<file path="src/rtl/psrb_pkg.sv">
package psrb_pkg;

	localparam int TABLE_DEPTH = 64;
	localparam int BLOCK_DEPTH = 64;

	localparam int ADDR_W   = 32;
	localparam int COUNT_W  = 24;
	localparam int THRESH_W = 16;
	localparam int ELAPSED_W = 8;
	localparam int LIMIT_W  = 24;
	localparam int USED_W   = $clog2(TABLE_DEPTH + 1);
	localparam int BUSED_W  = $clog2(BLOCK_DEPTH + 1);
	localparam int BIDX_W   = (BLOCK_DEPTH > 1) ? $clog2(BLOCK_DEPTH) : 1;
	localparam int PADDR_W  = 3;
	localparam int PDATA_W  = 32;

	localparam logic [COUNT_W-1:0] COUNT_MAX = '1;

	localparam logic [1:0] KIND_COUNTED     = 2'd0;
	localparam logic [1:0] KIND_NOT_TRACKED = 2'd1;
	localparam logic [1:0] KIND_BLOCKED     = 2'd2;
	localparam logic [1:0] KIND_TICK_DONE   = 2'd3;

	localparam logic OP_PACKET = 1'b0;
	localparam logic OP_TICK   = 1'b1;

	localparam logic REG_RATE_THRESHOLD = 1'b0;

	typedef struct packed {
		logic                 operation;
		logic [ADDR_W-1:0]    src_addr;
		logic [ELAPSED_W-1:0] elapsed_seconds;
	} in_req_t;

	typedef struct packed {
		logic [1:0]         kind;
		logic [ADDR_W-1:0]  address;
		logic [COUNT_W-1:0] count;
		logic               list_full;
		logic               last;
	} out_req_t;

	typedef struct packed {
		logic              inc;
		logic              shift;
		logic              clear;
		logic [ADDR_W-1:0] key;
	} cell_cmd_t;

	typedef struct packed {
		logic               valid;
		logic               hit;
		logic [ADDR_W-1:0]  addr;
		logic [COUNT_W-1:0] count;
	} cell_out_t;

	typedef enum logic [2:0] {
		ST_IDLE,
		ST_PKT,
		ST_TCHK,
		ST_BRD,
		ST_BCMP,
		ST_NEW,
		ST_FIN
	} state_t;

endpackage

</file>
<file path="src/rtl/psrb_cell.sv">
module psrb_cell (
	input  logic                clk,
	input  logic                arst_n,
	input  psrb_pkg::cell_cmd_t cmd,
	input  logic                ins,
	input  psrb_pkg::cell_out_t nbr,
	output psrb_pkg::cell_out_t cur
);
	import psrb_pkg::*;

	logic               valid_q;
	logic [ADDR_W-1:0]  addr_q;
	logic [COUNT_W-1:0] count_q;
	logic               hit;

	assign hit = valid_q && (addr_q == cmd.key);

	always_ff @(posedge clk or negedge arst_n) begin
		if (!arst_n) begin
			valid_q <= 1'b0;
		end else if (cmd.clear) begin
			valid_q <= 1'b0;
		end else if (cmd.shift) begin
			valid_q <= nbr.valid;
		end else if (ins) begin
			valid_q <= 1'b1;
		end
	end

	// take neighbour's entry on shift, load new source on insert, count on hit
	always_ff @(posedge clk) begin
		if (cmd.shift) begin
			addr_q  <= nbr.addr;
			count_q <= nbr.count;
		end else if (ins) begin
			addr_q  <= cmd.key;
			count_q <= COUNT_W'(1);
		end else if (cmd.inc && hit && count_q != COUNT_MAX) begin
			count_q <= count_q + COUNT_W'(1);
		end
	end

	assign cur.valid = valid_q;
	assign cur.hit   = hit;
	assign cur.addr  = addr_q;
	assign cur.count = count_q;

endmodule

</file>
<file path="config.mk">
export PLATFORM = sky130hd
export DESIGN_NAME = psrb_cell
export DESIGN_NICKNAME = d
export VERILOG_FILES = /design/src/rtl/psrb_pkg.sv /design/src/rtl/psrb_cell.sv
export SDC_FILE = /design/constraint.sdc
export NUM_CORES = 1
export LEC_CHECK = 0
export ABC_AREA = 1
export BUFFER_PORTS_ARGS = -buffer_cell sky130_fd_sc_hd__buf_2
export CELL_PAD_IN_SITES_DETAIL_PLACEMENT = 1
export CELL_PAD_IN_SITES_GLOBAL_PLACEMENT = 1
export CORE_AREA = 10 10 123 125
export CTS_BUF_LIST = sky130_fd_sc_hd__clkbuf_16
export CTS_CLUSTER_DIAMETER = 50
export CTS_CLUSTER_SIZE = 8
export DETAILED_ROUTE_END_ITERATION = 8
export DIE_AREA = 0 0 133 135
export PLACE_DENSITY = 0.71
export SYNTH_ARGS = -nofsm -noshare
export SYNTH_HDL_FRONTEND = slang
export SYNTH_SLANG_ARGS = --single-unit
</file>
<file path="constraint.sdc">
create_clock -name clk -period 2.2 [get_ports clk]
set_clock_uncertainty 0.05 [all_clocks]
set_input_delay 0.22 -clock clk [delete_from_list [all_inputs] [get_ports clk]]
set_output_delay 0.22 -clock clk [all_outputs]
set_load 0.01 [all_outputs]
</file>
==> out/results.ini, run 1 <==
[sta]
rsz0062_at_grt=no
fin_ws_ps=201
hold_violations=0
setup_tns_ps=0
slew_viol_final=0
setup_viol=0
max_freq_ghz=0.500
final.min_clock_period_ps=2000
worst_slew_pin_slew_ps=350
maxSlewHeadroom_pct=76.7
finalCritPeriodShare_pct=90.9

[yosys]
synth-edff-count=56
synthCells=509
synth_most_common_cell=nand2_1
synth_seq_cells=57
yosys-top-cells-count=nand2_1, inv_1, edfxtp_1
synth_seq_area_share_pct=45.8
synth_area_sq_mm=0.00373
syn_avg_cell_area_sq_um=7.32
yosysTopAreaCell=edfxtp_1
ys_warn_count=0
synth_nets=606
synth_area_leaders=edfxtp_1, nand2_1, inv_1
synth_ff_type=edfxtp_1
yosys.cell_types.count=37
synth_top_area_share_pct=45.1
async_reset_ff_share_pct=1.75

[clock_tree]
clk_latency_ps=340
cts_tree=yes
clockBufferDepth=2
cts_buffers=9
post_cts_buffers=0
cts.sinks=57
htreeDepth=3
root_buffer=clkbuf_16
clk_pin_slew_ps=50

[detailed_routing]
drt_wl_total_um=13800
wl_per_cell_um=16.4
vias=3894
drtIter0Drc=151
postRouteAntennaNets=0
drc=0
vias_per_cell=4.62
dr.pass1.iters=4

[critical_path]
max_stage_delay_ps=450
cp_common_cell=nand2_1
r2r_end=count_q[11]$_DFFE_PP_
crit_path_start=count_q[0]$_DFFE_PP_
critical_path.endpoint=count_q[11]$_DFFE_PP_
crit_slowest_cell=edfxtp_1
path_cells=ha_1 -> nand2_1 -> nor2_2 -> nand3_2 -> nor2_1 -> a21boi_1 -> nand3_1 -> nand2_1 -> buf_12
crit_type=reg -> reg
reg2reg_slack_ps=200
r2r_start=count_q[0]$_DFFE_PP_
cp.arrival_ps=1990
crit_path_end_kind=flip-flop
cp.required_ps=2190
crit_path_max_fanout=24
worstRegToRegCells=9
cp-start-kind=flip-flop

[grt]
grt_pass1_wl_um=22000
grt_util_all_layers_pct=15.4
antenna_found_initial=1
grt_pass1_vias=4314
grt_overflow=0
grt_max_degree=84

[finish]
layout-drive-gt1-share_pct=28.1
layout.nets=762
area_growth_syn_to_layout_pct=33.4

[place]
portBuffers=152
place_congestion=0.850
place_hpwl_um=11000
dp_slack_ps=128

[pwr]
powerDensity_mw_per_mm2=679
ir_drop_uv=384
p_leak_nw=2.52
power_mw=3.38

[die]
rows=41
die_w_um=133
start_util_pct=29.6
coreArea_sq_mm=0.0126
die_area_sq_mm=0.0180
die_height_um=135
io_pins=154

[flow_run]
cap_violations=0

[run_status]
outcome=finished, final reports clean

[worst_hold_path]
min_path_type=in -> reg

[placed cells by master (no fill, tap or decap), drive strengths merged, types with 6 or more instances in the layout]
| cell | instances |
|---|---|
| nor2 | 56 |
| buf | 156 |
| clkbuf | 9 |
| a21oi | 6 |
| nand3 | 20 |
| o21ai | 46 |
| nand4 | 11 |
| nand2 | 199 |
| inv | 76 |
| edfxtp | 56 |
[registers in the layout, indices dropped and copies added (netlist names)]
signal	cells
count_q	24
valid_q	1
addr_q	32
[layer usage]
layer / share of wire (%) / track usage, %
met2: 47 / 26.4
met4: 1.4 / 5.13
met3: 7.3 / 5.42
met5: 0 / 0
met1: 44 / 17.5
[through the flow]
| stage | cell area (sq um) | hold WS (ps) | instances | util (%) |
|---|---|---|---|---|
| after floorplan | 3730 | -126 | 509 | - |
| after global placement | 4700 | -54.1 | 824 | 37.4 |
| after detailed placement | 4700 | -53.9 | 824 | 37.4 |
| after CTS | 4970 | 92.9 | 842 | 39.5 |
| after global routing | 4970 | 110 | 842 | 39.5 |
| final | 4970 | 99.7 | 843 | 39.6 |
[what timing repair did]
| item | 4_1_cts | 5_1_grt |
|---|---|---|
| hold buffers | 2 | 0 |
| hold endpoints to repair | 2 | 0 |
| setup endpoints to repair | 0 | 24 |
| gates resized for setup | 0 | 1 |
[cell type report]
type	instances	area [sq um]
clock inverter	7	26.3
antenna	1	2.50
inverter	72	272
tap	172	215
multi-input combinational	367	1680
fill	1627	7600
timing repair buffer	158	848
clock buffer	9	225
sequential	57	1710
[worst min path at each step]
stage	end	startpoint	cells after the start	slack, ps
floorplan	valid_q$_DFFE_PN0P_	arst_n	0	-130
global placement	valid_q$_DFFE_PN0P_	arst_n	1	-50
detailed placement	valid_q$_DFFE_PN0P_	arst_n	1	-50
CTS	count_q[8]$_DFFE_PP_	nbr[8]	3	90
global route	count_q[8]$_DFFE_PP_	nbr[8]	3	110
finish	count_q[8]$_DFFE_PP_	nbr[8]	3	100
[power breakdown]
group	switching [mW]	internal [mW]	total [mW]
clock	0.511	0.732	1.24
combinational	0.416	0.276	0.692
sequential	0.107	1.33	1.44
total	1.03	2.34	3.38
[cells by family after synthesis]
| logic type | Yosys count | share of synthesized area, % |
|---|---|---|
| simple gates | 297 | 33.9 |
| buf+inv | 85 | 9.23 |
| xor+xnor | 5 | 1.18 |
| fa+ha+maj | 1 | 0.336 |
| flops | 57 | 45.8 |
| compound gates | 64 | 9.54 |
[worst max-delay path, delay by kind of cell, from the launching register on]
family / cells / cell delay (ps)
and+or+nand+nor: 6 / 600
DFF: 1 / 450
AOI/OAI and AO/OA: 1 / 150
buffers and inverters: 1 / 200
adders and majority gates: 1 / 250
No activity file was read; power rests on OpenSTA's default activity.
==> run 2, diff against run 1 <==
--- a/config.mk
+++ b/config.mk
@@ -15,6 +15,7 @@
 export CTS_CLUSTER_SIZE = 8
 export DETAILED_ROUTE_END_ITERATION = 8
 export DIE_AREA = 0 0 133 135
+export MAX_ROUTING_LAYER = met4
 export PLACE_DENSITY = 0.71
 export SYNTH_ARGS = -nofsm -noshare
 export SYNTH_HDL_FRONTEND = slang
==> run 2 against run 1 <==
Net effect:
- final area did not move
- sequential share of layout area did not move
- sequential power barely moved
- first-iteration DRC count fell by 6.6%
- routed wire length rose by 0.38%
- register-to-register slack barely moved
- core utilization did not move
- final cell count did not move
- die area did not move
- combinational power barely moved
- power barely moved
- critical path type unchanged
- critical endpoint is now count_q[10]$_DFFE_PP_
==> out/results.ini, run 2 (synthesis gave the netlist of run 1 again) <==
[finish]
final_cell_area_sq_mm=0.00497  ; unchanged
area_growth_syn_to_layout_pct=33.4  ; unchanged
largest_reg_flops=32  ; unchanged
layout.nets=762  ; unchanged
layout_common_cells=nand2_1, buf_2, inv_1  ; unchanged
top_register=addr_q  ; unchanged
layout-drive-gt1-share_pct=28.1  ; unchanged
n_fill_cell=1630  ; was 1627
top_regs=addr_q x32, count_q x24, valid_q x1  ; unchanged
final_common_cell=nand2_1  ; unchanged
fin_cells=843  ; unchanged

[pwr]
power_mw=3.37  ; was 3.38 mW
powerDensity_mw_per_mm2=679  ; about the same
p_leak_nw=2.52  ; unchanged
ir_drop_uv=384  ; about the same

[clock_tree]
htreeDepth=3  ; unchanged
clk_latency_ps=340  ; about the same
clockBufferDepth=2  ; unchanged
clk_pin_slew_ps=50  ; about the same
cts_buffers=9  ; unchanged
root_buffer=clkbuf_16  ; unchanged
cts.sinks=57  ; unchanged
cts_tree=yes  ; unchanged

[sta]
setup_tns_ps=0  ; unchanged
final.min_clock_period_ps=1990  ; was 2000 ps
rsz0062_at_grt=no  ; unchanged
setup_viol=0  ; unchanged
finalCritPeriodShare_pct=90.6  ; was 90.9%
maxSlewHeadroom_pct=76.6  ; was 76.7%
max_freq_ghz=0.502  ; was 0.500 GHz
hold_violations=0  ; unchanged
worst_slew_pin_slew_ps=351  ; was 350 ps
slew_viol_final=0  ; unchanged

[critical_path]
cp-start-kind=flip-flop  ; unchanged
cp.arrival_ps=1990  ; about the same
crit_path_max_fanout=24  ; unchanged
cp.required_ps=2190  ; about the same
crit_path_start=count_q[0]$_DFFE_PP_  ; unchanged
crit_type=reg -> reg  ; unchanged
crit_path_end_kind=flip-flop  ; unchanged
r2r_start=count_q[0]$_DFFE_PP_  ; unchanged

[die]
coreArea_sq_mm=0.0126  ; unchanged
start_util_pct=29.6  ; unchanged
io_pins=154  ; unchanged
die_height_um=135  ; unchanged
die_area_sq_mm=0.0180  ; unchanged
die_w_um=133  ; unchanged
rows=41  ; unchanged

[place]
place_hpwl_um=11000  ; unchanged
dpl_cell_area_sq_mm=0.00470  ; unchanged
dp_cells=824  ; unchanged
portBuffers=152  ; unchanged
place_congestion=0.863  ; was 0.850

[detailed_routing]
dr.pass1.iters=4  ; unchanged
drtIter0Drc=141  ; was 151
drt_wl_total_um=13900  ; was 13800 um
vias_per_cell=4.62  ; about the same
postRouteAntennaNets=0  ; unchanged
vias=3895  ; was 3894
wl_per_cell_um=16.5  ; was 16.4 um
drc=0  ; unchanged

[worst_hold_path]
worstHoldStart=nbr[46]  ; was nbr[8]
min_path_type=in -> reg  ; unchanged

[grt]
grt_max_degree=84  ; unchanged
grt_util_all_layers_pct=15.9  ; was 15.4%
grt_pass1_vias=4323  ; was 4314
grt_overflow=0  ; unchanged
antenna_found_initial=1  ; unchanged
grt_pass1_wl_um=22000  ; about the same

[flow_run]
cap_violations=0  ; unchanged

[run_status]
outcome=finished, final reports clean  ; unchanged

==> run 2: cell counts in the layout (fill, tap and decap cells not counted) <==
No cell type changed its count.
==> run 2: critical path, stage by stage (launching register included) <==
cell and delay [ps]:
edfxtp_1 450, ha_1 250, nand2_1 120, nor2_2 80, nand3_2 100, nor2_1 70
a21boi_1 150, nand3_1 110, nand2_1 120, buf_12 200
==> run 2: layout make-up <==
cell class	count	area (sq um)	area share [%]
tap	172	215	4.33
antenna	1	2.50	0.0503
sequential	57	1710	34.3
clock inverter	7	26.3	0.529
multi-input combinational	367	1680	33.7
clock buffer	9	225	4.53
inverter	72	272	5.46
timing repair buffer	158	848	17.1
==> run 2: per-stage QoR <==
step                      setup slack (ps)  hold WS, ps  util [%]
after floorplan                       19.1         -126         -
after global placement                 234        -54.1      37.4
after detailed placement               128        -53.9      37.4
after CTS                              110         92.9      39.5
after global routing                  6.14          110      39.6
final                                  207         98.5      39.6
==> run 2: routing by layer <==
| metal | track usage [%] | vias to the layer above | share of wire (%) |
|---|---|---|---|
| met5 | - | - | 0 |
| met4 | 5.13 | 0 | 1.2 |
| met3 | 4.12 | 14 | 5.1 |
| met2 | 26.5 | 105 | 48 |
| met1 | 18.3 | 1831 | 46 |
| li1 | - | 1945 | - |
==> run 2: where the power goes <==
group / switching (mW) / internal (mW) / leakage, nW
registers: 0.107 / 1.33 / 0.597
logic: 0.417 / 0.276 / 1.78
clock network: 0.510 / 0.732 / 0.141
total: 1.03 / 2.34 / 2.52
==> run 2: worst paths after layout <==
check,endpoint,slack (ps),cells past startpoint
min in group asynchronous,valid_q$_DFFE_PN0P_,140,2
max in group asynchronous,valid_q$_DFFE_PN0P_,1870,2
hold reg to reg,count_q[11]$_DFFE_PP_,590,2
hold / removal,addr_q[22]$_DFFE_PP_,100,3
setup / recovery,count_q[10]$_DFFE_PP_,210,9
setup reg to reg,count_q[10]$_DFFE_PP_,210,9
==> run 2: what timing repair did <==
item	in CTS	in global routing
hold buffers	2	0
resized for setup	0	1
hold endpoints to repair	2	0
endpoints found under the setup margin	0	24
setup buffers	0	0
==> run 3, diff against run 2 <==
==> config.mk (replaced) <==
export PLATFORM = sky130hd
export DESIGN_NAME = psrb_cell
export DESIGN_NICKNAME = d
export VERILOG_FILES = /design/src/rtl/psrb_pkg.sv /design/src/rtl/psrb_cell.sv
export SDC_FILE = /design/constraint.sdc
export NUM_CORES = 1
export LEC_CHECK = 0
export BUFFER_PORTS_ARGS = -buffer_cell sky130_fd_sc_hd__buf_2
export CELL_PAD_IN_SITES_DETAIL_PLACEMENT = 1
export CELL_PAD_IN_SITES_GLOBAL_PLACEMENT = 1
export CORE_AREA = 10 10 111 113
export CTS_BUF_LIST = sky130_fd_sc_hd__clkbuf_16
export CTS_CLUSTER_DIAMETER = 50
export CTS_CLUSTER_SIZE = 8
export DETAILED_ROUTE_END_ITERATION = 8
export DIE_AREA = 0 0 121 123
export MAX_ROUTING_LAYER = met4
export PLACE_DENSITY = 0.72
export SYNTH_ARGS = -nofsm -noshare
export SYNTH_HDL_FRONTEND = slang
export SYNTH_SLANG_ARGS = --single-unit
==> run 3 against run 2 <==
Net effect:
- sequential share of layout area rose by 4.1 points
- highest routed layer unchanged
- final cell count fell by 33%
- die area fell by 17%
- first-iteration DRC count fell by 31%
==> out/results.ini, run 3 <==
[die]
io_pins=154  ; unchanged
die_w_um=121  ; was 133 um
die_area_sq_mm=0.0149  ; was 0.0180 sq mm
die_height_um=123  ; was 135 um
coreArea_sq_mm=0.0101  ; was 0.0126 sq mm
start_util_pct=31.2  ; was 29.6%
rows=37  ; was 41

[detailed_routing]
drc=0  ; unchanged
wl_per_cell_um=19.1  ; was 16.5 um
dr.pass1.iters=4  ; unchanged
vias_per_cell=4.73  ; was 4.62
vias=2654  ; was 3895
drt_wl_total_um=10700  ; was 13900 um
postRouteAntennaNets=0  ; unchanged
drtIter0Drc=97  ; was 141

[sta]
worst_slew_pin_slew_ps=706  ; was 351 ps
slew_viol_final=0  ; unchanged
hold_violations=0  ; unchanged
finalCritPeriodShare_pct=94.0  ; was 90.6%
max_freq_ghz=0.483  ; was 0.502 GHz
final.min_clock_period_ps=2070  ; was 1990 ps
hold_slack_ps=14.2  ; was 98.5 ps
setup_viol=0  ; unchanged
maxSlewHeadroom_pct=52.9  ; was 76.6%
rsz0062_at_grt=no  ; unchanged

[yosys]
synth_seq_cells=57  ; unchanged
async_reset_ff_share_pct=1.75  ; unchanged
synth_top_area_share_pct=53.1  ; was 45.1%
synth_area_sq_mm=0.00317  ; was 0.00373 sq mm
ys_warn_count=0  ; unchanged
yosysTopAreaCell=edfxtp_1  ; unchanged
synth_most_common_cell=edfxtp_1  ; was nand2_1
synth_seq_area_share_pct=53.9  ; was 45.8%
syn_avg_cell_area_sq_um=12.5  ; was 7.32 sq um
synth_nets=351  ; was 606
synth_area_leaders=edfxtp_1, xor2_1, mux2_2  ; was edfxtp_1, nand2_1, inv_1
synth_ff_type=edfxtp_1  ; unchanged
synth-edff-count=56  ; unchanged
yosys.cell_types.count=28  ; was 37
yosys-top-cells-count=edfxtp_1, xor2_1, mux2_2  ; was nand2_1, inv_1, edfxtp_1
synthCells=254  ; was 509

[critical_path]
crit_path_end_kind=primary output  ; was flip-flop
cp.required_ps=1930  ; was 2190 ps
cp-start-kind=flip-flop  ; unchanged
cp.arrival_ps=1800  ; was 1990 ps
crit_type=reg -> out  ; was reg -> reg
crit_path_max_fanout=2  ; was 24
crit_path_start=addr_q[24]$_DFFE_PP_  ; was count_q[0]$_DFFE_PP_
r2r_start=addr_q[24]$_DFFE_PP_  ; was count_q[0]$_DFFE_PP_

[place]
place_congestion=0.794  ; was 0.863
dpl_cell_area_sq_mm=0.00415  ; was 0.00470 sq mm
place_hpwl_um=8470  ; was 11000 um
portBuffers=152  ; unchanged

[clock_tree]
cts_buffers=9  ; unchanged
cts.sinks=57  ; unchanged
clk_pin_slew_ps=50  ; about the same
root_buffer=clkbuf_16  ; unchanged
htreeDepth=3  ; unchanged
clk_latency_ps=330  ; was 340 ps
clockBufferDepth=2  ; unchanged
cts_tree=yes  ; unchanged

[run_status]
outcome=finished, final reports clean  ; unchanged

[finish]
final_cell_area_sq_mm=0.00444  ; was 0.00497 sq mm
largest_reg_flops=32  ; unchanged
layout-drive-gt1-share_pct=51.7  ; was 28.1%
area_growth_syn_to_layout_pct=40.3  ; was 33.4%
top_regs=addr_q x32, count_q x24, valid_q x1  ; unchanged
final_common_cell=buf_2  ; was nand2_1
layout_common_cells=buf_2, edfxtp_1, xor2_1  ; was nand2_1, buf_2, inv_1
layout.nets=516  ; was 762
top_register=addr_q  ; unchanged

[worst_hold_path]
min_path_type=in -> reg  ; unchanged
worstHoldStart=cmd[32]  ; was nbr[46]

[grt]
grt_pass1_wl_um=16300  ; was 22000 um
antenna_found_initial=1  ; unchanged
grt_util_all_layers_pct=14.7  ; was 15.9%
grt_overflow=0  ; unchanged
grt_pass1_vias=3114  ; was 4323
grt_max_degree=57  ; was 84

[pwr]
combPwrFrac_pct=18.0  ; was 20.5%
powerDensity_mw_per_mm2=728  ; was 679 mW/mm^2
power.internal_mw=2.35  ; was 2.34 mW
seq_power_share_pct=44.2  ; was 42.7%
switchingPower_mw=0.884  ; was 1.03 mW
ir_drop_uv=337  ; was 384 uV
clock_power_share_pct=37.9  ; was 36.8%
switching_share_pct=27.3  ; was 30.6%
p_leak_nw=1.93  ; was 2.52 nW

[flow_run]
cap_violations=0  ; unchanged

-- run 3: power by group through the flow --
stage,combinational [mW],clock (mW),sequential (mW)
3_3_place_gp,0.562,0,1.44
5_1_grt,0.641,1.30,1.45
4_1_cts,0.584,1.26,1.43
6_report,0.581,1.22,1.43
2_1_floorplan,0.219,0,1.50
3_5_place_dp,0.577,0,1.45
-- run 3: final timing paths --
kind / slack [ps] / end / cells after the start
worst max-delay path: 130 / cur[56] / 5
worst min-delay path: 10 / valid_q$_DFFE_PN0P_ / 2
worst max register to register: 170 / count_q[17]$_DFFE_PP_ / 6
worst min register to register: 530 / valid_q$_DFFE_PN0P_ / 2
max in group asynchronous: 1860 / valid_q$_DFFE_PN0P_ / 2
min in group asynchronous: 150 / valid_q$_DFFE_PN0P_ / 2
-- run 3: worst max-delay path, stage by stage, from the launching register on --
cell,delay (ps)
edfxtp_1,410
xor2_1,170
nor4_2,310
nand4_1,190
nor3_2,200
buf_2,190
-- run 3: logic make-up after synthesis --
kind of cell | after synthesis | share of synthesized area [%]
AND/OR/NAND/NOR | 69 | 12.2
flip-flops | 57 | 53.9
XOR/XNOR | 54 | 14.9
multiplexers | 32 | 11.4
AO/OA/AOI/OAI | 26 | 5.13
buffers and inverters | 15 | 2.09
adder cells (fa/ha/maj) | 1 | 0.395
-- run 3: per-stage QoR --
step                      total power, mW  TNS, ps  worst slack (ps)  std cells  util [%]
final                                3.23        0               131        561      43.8
after global routing                 3.39        0              6.40        561      43.8
after CTS                            3.27        0              14.9        560      43.6
after detailed placement             2.03    -2560              -109        543      40.9
after global placement               2.00     -146             -6.78        543      40.9
after floorplan                      1.72        0               113        254         -
-- run 3: final cells by class --
class,count,area (sq um)
fillers,1147,5690
clock inverters,7,30.0
repair buffers,164,866
flip-flops and latches,57,1710
multi-input cells,182,1430
clock buffers,9,225
inverters,5,18.8
well taps,136,170
diodes,1,2.50
-- run 3: per-layer routing --
metal / global-route usage (%) / vias to the layer above / share of wire (%)
met5: - / - / 0
met4: 6.41 / 0 / 1.7
met3: 5.79 / 9 / 8.8
met2: 23.5 / 113 / 48
met1: 16.0 / 1261 / 42
li1: - / 1271 / -
-- run 3: what timing repair did --
item | CTS | global route
endpoints found under the setup margin | 25 | 25
setup buffers | 0 | 0
pin swaps | 2 | 0
endpoints found under the hold margin | 1 | 0
hold buffers | 1 | 0
gates resized for setup | 2 | 3
